--- src/design/hrc_pkg.sv ---
// shared types and constants for the hysteresis rep counter
// used by hrc_cfg_regs, hrc_core and hysteresis_rep_counter
`default_nettype none

package hrc_pkg;

  localparam int ANGLE_FRAC_BITS = 8;
  localparam int ANGLE_W         = 16;
  localparam int TIME_BITS       = 32;
  localparam int ALPHA_W         = 9;
  localparam int CFG_IDX_W       = 3;
  localparam int CFG_DATA_W      = 16;

  // 180 degrees in fixed point
  localparam logic [ANGLE_W-1:0] ANGLE_MAX = ANGLE_W'(180 << ANGLE_FRAC_BITS);
  localparam logic [ALPHA_W-1:0] ALPHA_ONE = ALPHA_W'(256);

  // register indexes on the configuration port
  localparam logic [CFG_IDX_W-1:0] REG_UP_THR      = 3'd0;
  localparam logic [CFG_IDX_W-1:0] REG_DOWN_THR    = 3'd1;
  localparam logic [CFG_IDX_W-1:0] REG_MIN_INT     = 3'd2;
  localparam logic [CFG_IDX_W-1:0] REG_LOST_TO     = 3'd3;
  localparam logic [CFG_IDX_W-1:0] REG_ALPHA       = 3'd4;
  localparam logic [CFG_IDX_W-1:0] REG_PARTIAL_THR = 3'd5;

  // request codes
  localparam logic REQ_SAMPLE  = 1'b0;
  localparam logic REQ_RESTART = 1'b1;

  typedef enum logic [1:0] {
    PH_UNKNOWN  = 2'd0,
    PH_FLEXED   = 2'd1,
    PH_EXTENDED = 2'd2
  } phase_t;

  typedef struct packed {
    logic [ANGLE_W-1:0]    ext_threshold;
    logic [ANGLE_W-1:0]    flex_threshold;
    logic [15:0]           min_interval_ms;
    logic [15:0]           lost_timeout_ms;
    logic [ALPHA_W-1:0]    smoothing_alpha;
    logic [ANGLE_W-1:0]    partial_threshold;
  } cfg_t;

  typedef struct packed {
    logic                  req_type;
    logic                  reading_valid;
    logic [ANGLE_W-1:0]    angle;
    logic [TIME_BITS-1:0]  timestamp_ms;
  } item_t;

  typedef struct packed {
    logic                  rep_done;
    logic                  partial_rep;
    phase_t                phase;
    logic [ANGLE_W-1:0]    smoothed_angle;
    logic                  has_reading;
    logic                  ever_seen;
    logic [ANGLE_W-1:0]    last_rep_min_angle;
  } result_t;

endpackage

`default_nettype wire

--- src/design/hrc_cfg_regs.sv ---
// configuration register file of the hysteresis rep counter
// depends on hrc_pkg
`default_nettype none

module hrc_cfg_regs (
  input  logic                              clk,
  input  logic                              rst_n,
  input  logic                              cfg_valid,
  input  logic [hrc_pkg::CFG_IDX_W-1:0]     cfg_index,
  input  logic [hrc_pkg::CFG_DATA_W-1:0]    cfg_wdata,
  output logic                              cfg_ready,
  output hrc_pkg::cfg_t                     cfg
);
  import hrc_pkg::*;

  cfg_t cfg_r;

  // writes must be made only while idle (the block itself does not enforce this), so the port never needs to push back
  assign cfg_ready = 1'b1;
  assign cfg       = cfg_r;

  always_ff @(posedge clk) begin
    if (!rst_n) begin
      cfg_r.ext_threshold     <= 16'd40960;
      cfg_r.flex_threshold    <= 16'd25600;
      cfg_r.min_interval_ms   <= 16'd500;
      cfg_r.lost_timeout_ms   <= 16'd1000;
      cfg_r.smoothing_alpha   <= 9'd128;
      cfg_r.partial_threshold <= 16'd30720;
    end else if (cfg_valid && cfg_ready) begin
      case (cfg_index)
        REG_UP_THR:      cfg_r.ext_threshold     <= cfg_wdata;
        REG_DOWN_THR:    cfg_r.flex_threshold    <= cfg_wdata;
        REG_MIN_INT:     cfg_r.min_interval_ms   <= cfg_wdata;
        REG_LOST_TO:     cfg_r.lost_timeout_ms   <= cfg_wdata;
        REG_ALPHA:       cfg_r.smoothing_alpha   <= cfg_wdata[ALPHA_W-1:0];
        REG_PARTIAL_THR: cfg_r.partial_threshold <= cfg_wdata;
        default: ;
      endcase
    end
  end

endmodule

`default_nettype wire

--- src/design/hrc_core.sv ---
// tracking state and per-item update: smoothing, phase hysteresis, rep debounce
// depends on hrc_pkg
`default_nettype none

module hrc_core (
  input  logic             clk,
  input  logic             rst_n,
  input  logic             adv,
  input  hrc_pkg::item_t   item,
  input  hrc_pkg::cfg_t    cfg,
  output hrc_pkg::result_t res
);
  import hrc_pkg::*;

  phase_t                 phase_r, phase_nxt;
  logic                   sm_valid_r, sm_valid_nxt;
  logic [ANGLE_W-1:0]     smoothed_r, smoothed_nxt;
  logic [ANGLE_W-1:0]     rep_min_r, rep_min_nxt;
  logic [ANGLE_W-1:0]     last_min_r, last_min_nxt;
  logic [TIME_BITS-1:0]   rep_stamp_r, rep_stamp_nxt;
  logic                   rep_stamp_valid_r, rep_stamp_valid_nxt;
  logic [TIME_BITS-1:0]   read_stamp_r, read_stamp_nxt;
  logic                   seen_r, seen_nxt;

  logic [ANGLE_W-1:0]     angle_c;
  logic [ALPHA_W-1:0]     alpha_c;
  logic [ALPHA_W-1:0]     alpha_inv;
  logic [24:0]            prod_new;
  logic [24:0]            prod_old;
  logic [25:0]            ema_sum;
  logic [ANGLE_W-1:0]     sm_new;
  logic [TIME_BITS-1:0]   since_read;
  logic [TIME_BITS-1:0]   since_rep;
  logic                   too_soon;
  logic                   rep;
  logic                   partial;

  always_comb begin
    angle_c   = (item.angle > ANGLE_MAX) ? ANGLE_MAX : item.angle;
    alpha_c   = (cfg.smoothing_alpha > ALPHA_ONE) ? ALPHA_ONE : cfg.smoothing_alpha;
    alpha_inv = ALPHA_ONE - alpha_c;
    prod_new  = alpha_c * angle_c;
    prod_old  = alpha_inv * smoothed_r;
    // round half up before dropping the eight weight bits
    ema_sum   = {1'b0, prod_new} + {1'b0, prod_old} + 26'd128;
    sm_new    = sm_valid_r ? ema_sum[ANGLE_W+7:8] : angle_c;

    since_read = item.timestamp_ms - read_stamp_r;
    since_rep  = item.timestamp_ms - rep_stamp_r;
    too_soon   = rep_stamp_valid_r &&
                 (since_rep < {{(TIME_BITS-16){1'b0}}, cfg.min_interval_ms});
  end

  always_comb begin
    phase_nxt           = phase_r;
    sm_valid_nxt        = sm_valid_r;
    smoothed_nxt        = smoothed_r;
    rep_min_nxt         = rep_min_r;
    last_min_nxt        = last_min_r;
    rep_stamp_nxt       = rep_stamp_r;
    rep_stamp_valid_nxt = rep_stamp_valid_r;
    read_stamp_nxt      = read_stamp_r;
    seen_nxt            = seen_r;
    rep                 = 1'b0;
    partial             = 1'b0;

    if (item.req_type == REQ_RESTART) begin
      phase_nxt           = PH_UNKNOWN;
      sm_valid_nxt        = 1'b0;
      smoothed_nxt        = '0;
      rep_min_nxt         = ANGLE_MAX;
      last_min_nxt        = ANGLE_MAX;
      rep_stamp_nxt       = '0;
      rep_stamp_valid_nxt = 1'b0;
      read_stamp_nxt      = '0;
    end else if (!item.reading_valid) begin
      // tracking lost after too long without a reading
      if (sm_valid_r &&
          (since_read > {{(TIME_BITS-16){1'b0}}, cfg.lost_timeout_ms})) begin
        phase_nxt    = PH_UNKNOWN;
        sm_valid_nxt = 1'b0;
        rep_min_nxt  = ANGLE_MAX;
      end
    end else begin
      seen_nxt       = 1'b1;
      read_stamp_nxt = item.timestamp_ms;
      smoothed_nxt   = sm_new;
      sm_valid_nxt   = 1'b1;

      if (phase_r == PH_FLEXED && sm_new < rep_min_r) begin
        rep_min_nxt = sm_new;
      end

      if (sm_new < cfg.flex_threshold) begin
        if (phase_r != PH_FLEXED) begin
          phase_nxt   = PH_FLEXED;
          rep_min_nxt = sm_new;
        end
      end else if (sm_new > cfg.ext_threshold) begin
        phase_nxt = PH_EXTENDED;
        if (phase_r == PH_FLEXED && !too_soon) begin
          rep_stamp_nxt       = item.timestamp_ms;
          rep_stamp_valid_nxt = 1'b1;
          last_min_nxt        = rep_min_nxt;
          rep_min_nxt         = ANGLE_MAX;
          rep                 = 1'b1;
          partial             = last_min_nxt > cfg.partial_threshold;
        end
      end
    end
  end

  always_comb begin
    res.rep_done           = rep;
    res.partial_rep        = partial;
    res.phase              = phase_nxt;
    res.smoothed_angle     = smoothed_nxt;
    res.has_reading        = sm_valid_nxt;
    res.ever_seen          = seen_nxt;
    res.last_rep_min_angle = last_min_nxt;
  end

  always_ff @(posedge clk) begin
    if (!rst_n) begin
      phase_r           <= PH_UNKNOWN;
      sm_valid_r        <= 1'b0;
      smoothed_r        <= '0;
      rep_min_r         <= ANGLE_MAX;
      last_min_r        <= ANGLE_MAX;
      rep_stamp_r       <= '0;
      rep_stamp_valid_r <= 1'b0;
      read_stamp_r      <= '0;
      seen_r            <= 1'b0;
    end else if (adv) begin
      phase_r           <= phase_nxt;
      sm_valid_r        <= sm_valid_nxt;
      smoothed_r        <= smoothed_nxt;
      rep_min_r         <= rep_min_nxt;
      last_min_r        <= last_min_nxt;
      rep_stamp_r       <= rep_stamp_nxt;
      rep_stamp_valid_r <= rep_stamp_valid_nxt;
      read_stamp_r      <= read_stamp_nxt;
      seen_r            <= seen_nxt;
    end
  end

  // a counted rep always leaves the phase extended
  a_rep_extended: assert property (@(posedge clk) disable iff (!rst_n)
    adv && rep |=> phase_r == PH_EXTENDED)
    else $error("rep counted without extended phase");

  // rep minimum is back at full scale after a counted rep
  a_rep_min_cleared: assert property (@(posedge clk) disable iff (!rst_n)
    adv && rep |=> rep_min_r == ANGLE_MAX)
    else $error("rep minimum not cleared after rep");

  // no smoothing state survives a restart
  a_restart_clears: assert property (@(posedge clk) disable iff (!rst_n)
    adv && item.req_type == REQ_RESTART |=> !sm_valid_r && !rep_stamp_valid_r)
    else $error("restart left tracking state");

endmodule

`default_nettype wire

--- src/design/hysteresis_rep_counter.sv ---
// top level of the hysteresis rep counter: input register, core and result register
// depends on hrc_pkg, hrc_cfg_regs and hrc_core
// Each accepted item (an angle sample, a missing reading or a restart) gives exactly one
// result. Items pass through an input register, the combinational update logic and a
// result register, and a result is valid once its item has moved from the input register
// into the result register; a new item is taken every cycle while in_stall is low. The
// single update step of the tracking state, with its EMA multiply, add and threshold
// compares, sits between the two registers. in_stall rises only when the result register
// is full and stalled. Configuration writes are taken at any time (cfg_ready is always
// high) but must be made while no item is in flight.
`default_nettype none

module hysteresis_rep_counter (
  input  logic        clk,
  input  logic        rst_n,
  input  logic        in_valid,
  output logic        in_stall,
  input  logic        in_req_type,
  input  logic        in_reading_valid,
  input  logic [15:0] in_angle,
  input  logic [31:0] in_timestamp_ms,
  output logic        out_valid,
  input  logic        out_stall,
  output logic        out_rep_done,
  output logic        out_partial_rep,
  output logic [1:0]  out_phase,
  output logic [15:0] out_smoothed_angle,
  output logic        out_has_reading,
  output logic        out_ever_seen,
  output logic [15:0] out_last_rep_min_angle,
  input  logic        cfg_valid,
  output logic        cfg_ready,
  input  logic [2:0]  cfg_index,
  input  logic [15:0] cfg_wdata
);
  import hrc_pkg::*;

  cfg_t    cfg;
  item_t   in_item_r;
  logic    in_v_r;
  result_t res;
  result_t out_r;
  logic    out_v_r;
  logic    adv;
  logic    in_take;

  hrc_cfg_regs u_cfg (
    .clk       (clk),
    .rst_n     (rst_n),
    .cfg_valid (cfg_valid),
    .cfg_index (cfg_index),
    .cfg_wdata (cfg_wdata),
    .cfg_ready (cfg_ready),
    .cfg       (cfg)
  );

  hrc_core u_core (
    .clk   (clk),
    .rst_n (rst_n),
    .adv   (adv),
    .item  (in_item_r),
    .cfg   (cfg),
    .res   (res)
  );

  // the held item moves on when the result register is free or being emptied
  assign adv      = in_v_r && (!out_v_r || !out_stall);
  assign in_stall = in_v_r && !adv;
  assign in_take  = in_valid && !in_stall;

  always_ff @(posedge clk) begin
    if (!rst_n) begin
      in_v_r <= 1'b0;
    end else if (in_take) begin
      in_v_r <= 1'b1;
    end else if (adv) begin
      in_v_r <= 1'b0;
    end
  end

  always_ff @(posedge clk) begin
    if (in_take) begin
      in_item_r.req_type      <= in_req_type;
      in_item_r.reading_valid <= in_reading_valid;
      in_item_r.angle         <= in_angle;
      in_item_r.timestamp_ms  <= in_timestamp_ms;
    end
  end

  always_ff @(posedge clk) begin
    if (!rst_n) begin
      out_v_r <= 1'b0;
    end else if (adv) begin
      out_v_r <= 1'b1;
    end else if (!out_stall) begin
      out_v_r <= 1'b0;
    end
  end

  always_ff @(posedge clk) begin
    if (adv) begin
      out_r <= res;
    end
  end

  assign out_valid              = out_v_r;
  assign out_rep_done           = out_r.rep_done;
  assign out_partial_rep        = out_r.partial_rep;
  assign out_phase              = out_r.phase;
  assign out_smoothed_angle     = out_r.smoothed_angle;
  assign out_has_reading        = out_r.has_reading;
  assign out_ever_seen          = out_r.ever_seen;
  assign out_last_rep_min_angle = out_r.last_rep_min_angle;

  // a partial flag only comes with a counted rep
  a_partial_needs_rep: assert property (@(posedge clk) disable iff (!rst_n)
    out_valid && out_partial_rep |-> out_rep_done)
    else $error("partial rep without rep");

  // an item leaving the input register always lands in the result register
  a_adv_fills_out: assert property (@(posedge clk) disable iff (!rst_n)
    adv |=> out_v_r)
    else $error("result register not filled");

  // input side only stalls while the result side is stalled
  a_stall_cause: assert property (@(posedge clk) disable iff (!rst_n)
    in_stall |-> out_v_r && out_stall)
    else $error("input stalled without output stall");

endmodule

`default_nettype wire

--- config.mk ---
export PLATFORM = sky130hd
export DESIGN_NAME = hysteresis_rep_counter
export DESIGN_NICKNAME = d
export VERILOG_FILES = /design/src/design/hrc_pkg.sv /design/src/design/hrc_cfg_regs.sv /design/src/design/hrc_core.sv /design/src/design/hysteresis_rep_counter.sv
export SDC_FILE = /design/constraint.sdc
export NUM_CORES = 1
export LEC_CHECK = 0
export BUFFER_PORTS_ARGS = -buffer_cell sky130_fd_sc_hd__buf_2
export CORE_AREA = 2 2 208 210
export CTS_CLUSTER_DIAMETER = 80
export DETAILED_ROUTE_END_ITERATION = 8
export DIE_AREA = 0 0 210 212
export PLACE_DENSITY_LB_ADDON = 0.12
export SLEW_MARGIN = 25
export SYNTH_ARGS = -nofsm -noshare
export SYNTH_HDL_FRONTEND = slang
export SYNTH_HIERARCHICAL = 1
export SYNTH_SLANG_ARGS = --single-unit
--- constraint.sdc ---
create_clock -name clk -period 15.1 [get_ports clk]
set_clock_uncertainty 0.1 [all_clocks]
set_input_delay 1.51 -clock clk [delete_from_list [all_inputs] [get_ports clk]]
set_output_delay 1.51 -clock clk [all_outputs]
set_load 0.1 [all_outputs]
==> results.toml <==
[outcome]
outcome = "complete, no violations"

[clock_network]
clk_latency_ns = 0.56
cts_sinks = 296
htree_levels = 2
postCtsHoldBufs = 0
cts_buffers = 36
clkSlewWorstSetupHoldPaths_ns = 0.06
postCtsSetupBuffers = 0
cts_tree = "built"
cts-resized-gates = 0
cts_max_path_buffers = 3
root_buffer = "clkbuf_16"

[power_and_ir_drop]
power.share.clock = 0.378
powerDensity_nw_per_um2 = 77.4
intPower_mw = 1.51
total_power_mw = 2.24
p_comb_frac = 0.236
p_leak_nw = 13.2
pwr-share-seq = 0.386
switching_share = 0.324
peakVddDrop_mv = 0.0899
p_switching_mw = 0.724

[placement]
port_buffers = 113
globalplace.congestion = 1.02
dp_hpwl_um = 59300

[final_layout]
mostFrequentLayoutCell = "inv_1"
n_fill_cell = 3435
final_cell_mix = "513 x inv_1, 381 x nand2_1, 239 x ha_1"
drive_gt1_frac = 0.0815
regArea_sq_um = 6810
area_growth_pct = 7.78
final_net_count = 3578
multiInputGateArea_sq_um = 17500
antenna_cells = 0

[sta]
setup_tns_ns = 0
hold_violations = 0
relSlewSlack = 0.256
worstMarginPinSlew_ns = 1.11
slew_violations = 0
clock.fmax_ghz = 0.0772
finalSetupViolations = 0
rsz0062_at_grt = "no"
fin_crit_ns = 12.96
period_share = 0.858

[min_path]
min_path_type = "flop to flop"

[synth]
synth_top_family_by_area = "adder cells"
synth_nets = 3545
synth_edf_count = 88
yosysWarnings = 6
yosysUniqueCellTypes = 104
synthAdderAreaFrac = 0.288
ys_seq_elements = 296
synth.avg_cell_area_sq_um = 8.95
syn_inst = 2996
synth_xor_area_frac = 0.0199
yosysSeqAreaShare = 0.254
yosys.area_share.simple = 0.151
synth_area_sq_um = 26800
yosys-mux-area-fraction = 0.0461
synth-compound-area-share = 0.144
synth_top_flop_cell = "dfxtp_1"
async_flop_share = 0

[floorplanning]
die_y_um = 212
rows = 76
num_io_pins = 115
initial_utilization = 0.631
die_w_um = 210
core_sq_um = 42500
die_area_sq_um = 44500

[global_routing]
grt_pass1_vias = 22105
grt_overflow = 0
grt_use_total = 0.352
grt_start_max_net_pins = 78
antenna_found_initial = 0
grt_pass1_wl_um = 121000

[setup_path]
critPathMaxStageDelay_ns = 0.85
worstSetupPathType = "flop to flop"
r2r_setup_slack_ns = 2.14
ff2ff_path_depth = 50
cp-startpoint = "u_cfg/cfg[24]"
endpoint_kind = "flop"
crit_end = "out_partial_rep"
cp_max_fo = 32
r2r_end = "out_partial_rep"
arrival_ns = 13.15
cp.required_ns = 15.29
cpMostUsedCell = "inv_1"
rr_startpoint = "u_cfg/cfg[24]"
startpoint_type = "flop"
slowest_stage = "xnor2_2"

[drt]
wl_per_cell_um = 21.3
vias_per_cell = 6.03
drt_wl_total_um = 76900
antenna_left = 0
vias = 21731
drc = 0
dr.pass1.iters = 5
drt_iter0_drc = 1782

[job]
cap_violations = 0
power by group through the flow:
stage / Sequential, mW / Combinational [mW] / Clock, mW
2_1_floorplan: 0.901 / 0.343 / 0
6_report: 0.864 / 0.527 / 0.846
3_5_place_dp: 0.880 / 0.518 / 0
5_1_grt: 0.866 / 0.579 / 0.884
4_1_cts: 0.864 / 0.522 / 0.856
3_3_place_gp: 0.880 / 0.507 / 0
worst max-delay path: cells and delay by family (launching register included):
family	cells	cell delay (ns)
compound gates	15	3.29
mux	2	0.74
simple gates	13	1.72
flops	1	0.30
fa+ha+maj	10	4.13
xor+xnor	1	0.85
buf+inv	9	1.53
logic make-up after synthesis:
family,Yosys count
mux,122
compound gates,547
xor+xnor,61
buf+inv,665
flops,296
other cells,1
fa+ha+maj,475
simple gates,829
layer usage:
| layer | routed length, um | vias to the layer above | global-route usage | part of all wire |
|---|---|---|---|---|
| li1 | - | 10001 | - | - |
| met1 | 30700 | 10615 | 0.441 | 0.40 |
| met2 | 36600 | 900 | 0.597 | 0.48 |
| met3 | 5570 | 215 | 0.0541 | 0.072 |
| met4 | 4030 | 0 | 0.175 | 0.052 |
| met5 | 0 | - | 0 | 0 |
synthesized netlist by cell type (7+ instances only):
master      n  share of area
inv_1     513          0.072
nor3_1     31         0.0058
a21o_1     47          0.013
mux2_2     11         0.0046
buf_2      23         0.0043
clkbuf_1  109          0.015
o22ai_1    17         0.0040
nand3_1    31         0.0058
a22oi_1    53          0.015
ha_1      239           0.11
o21bai_1   10         0.0028
a22o_1     42          0.014
o21a_1     31         0.0087
o21ai_0    89          0.017
xor2_1     17         0.0056
buf_4       8         0.0022
a211oi_1   22         0.0062
o211ai_1    8         0.0022
a31oi_1     8         0.0019
nor4_1      7         0.0016
and3_1      9         0.0021
a21boi_0    8         0.0022
dfxtp_1   208           0.16
nand2b_1   17         0.0040
nand4_1    33         0.0077
and2_1     67          0.016
nor2_1     91          0.013
a21oi_1   108          0.020
edfxtp_1   88          0.099
o31ai_1    12         0.0034
mux2i_1   110          0.041
nand2_1   381          0.053
or3_1      14         0.0033
o31a_1      9         0.0029
xnor2_1    44          0.014
fa_1      236           0.18
nor2b_1   107          0.025
per-stage QoR:
step / util / hold WS, ns / instances / cell area (sq um) / worst slack [ns]
2_1_floorplan: - / 0.318 / 2996 / 26800 / 3.75
3_3_place_gp: 0.652 / 0.331 / 3536 / 27700 / 2.59
3_5_place_dp: 0.653 / 0.341 / 3537 / 27800 / 2.44
4_1_cts: 0.680 / 0.357 / 3602 / 28900 / 2.40
5_1_grt: 0.680 / 0.377 / 3602 / 28900 / 1.57
6_report: 0.680 / 0.352 / 3602 / 28900 / 2.14
worst min path at each step:
stage | cells past startpoint | to | from
6_report | 2 | u_cfg/cfg[41] | u_cfg/cfg[41]
2_1_floorplan | 1 | u_core/rep_stamp_valid_r | u_core/rep_stamp_valid_r
3_3_place_gp | 1 | u_core/rep_stamp_valid_r | u_core/rep_stamp_valid_r
5_1_grt | 2 | u_core/last_min_r[13] | u_core/last_min_r[13]
3_5_place_dp | 1 | u_core/rep_stamp_valid_r | u_core/rep_stamp_valid_r
4_1_cts | 2 | u_core/last_min_r[13] | u_core/last_min_r[13]
sequential cells by signal, summed over array words and instances (netlist names), 2 cells and up:
name                    flops
u_cfg/cfg                  89
in_item_r                  50
u_core/read_stamp_r        32
u_core/rep_stamp_r         32
out_last_rep_min_angle     16
out_smoothed_angle         16
u_core/last_min_r          16
u_core/rep_min_r           16
u_core/smoothed_r          16
out_phase                   2
u_core/phase_r              2
cell type report:
cell class,count,area share
Clock buffer,50,0.0352
Multi-Input combinational cell,2035,0.606
Timing Repair Buffer,147,0.0292
Clock inverter,15,0.00390
Tap cell,546,0.0236
Sequential cell,296,0.236
Inverter,513,0.0666
(Power assumes the default switching activity.)
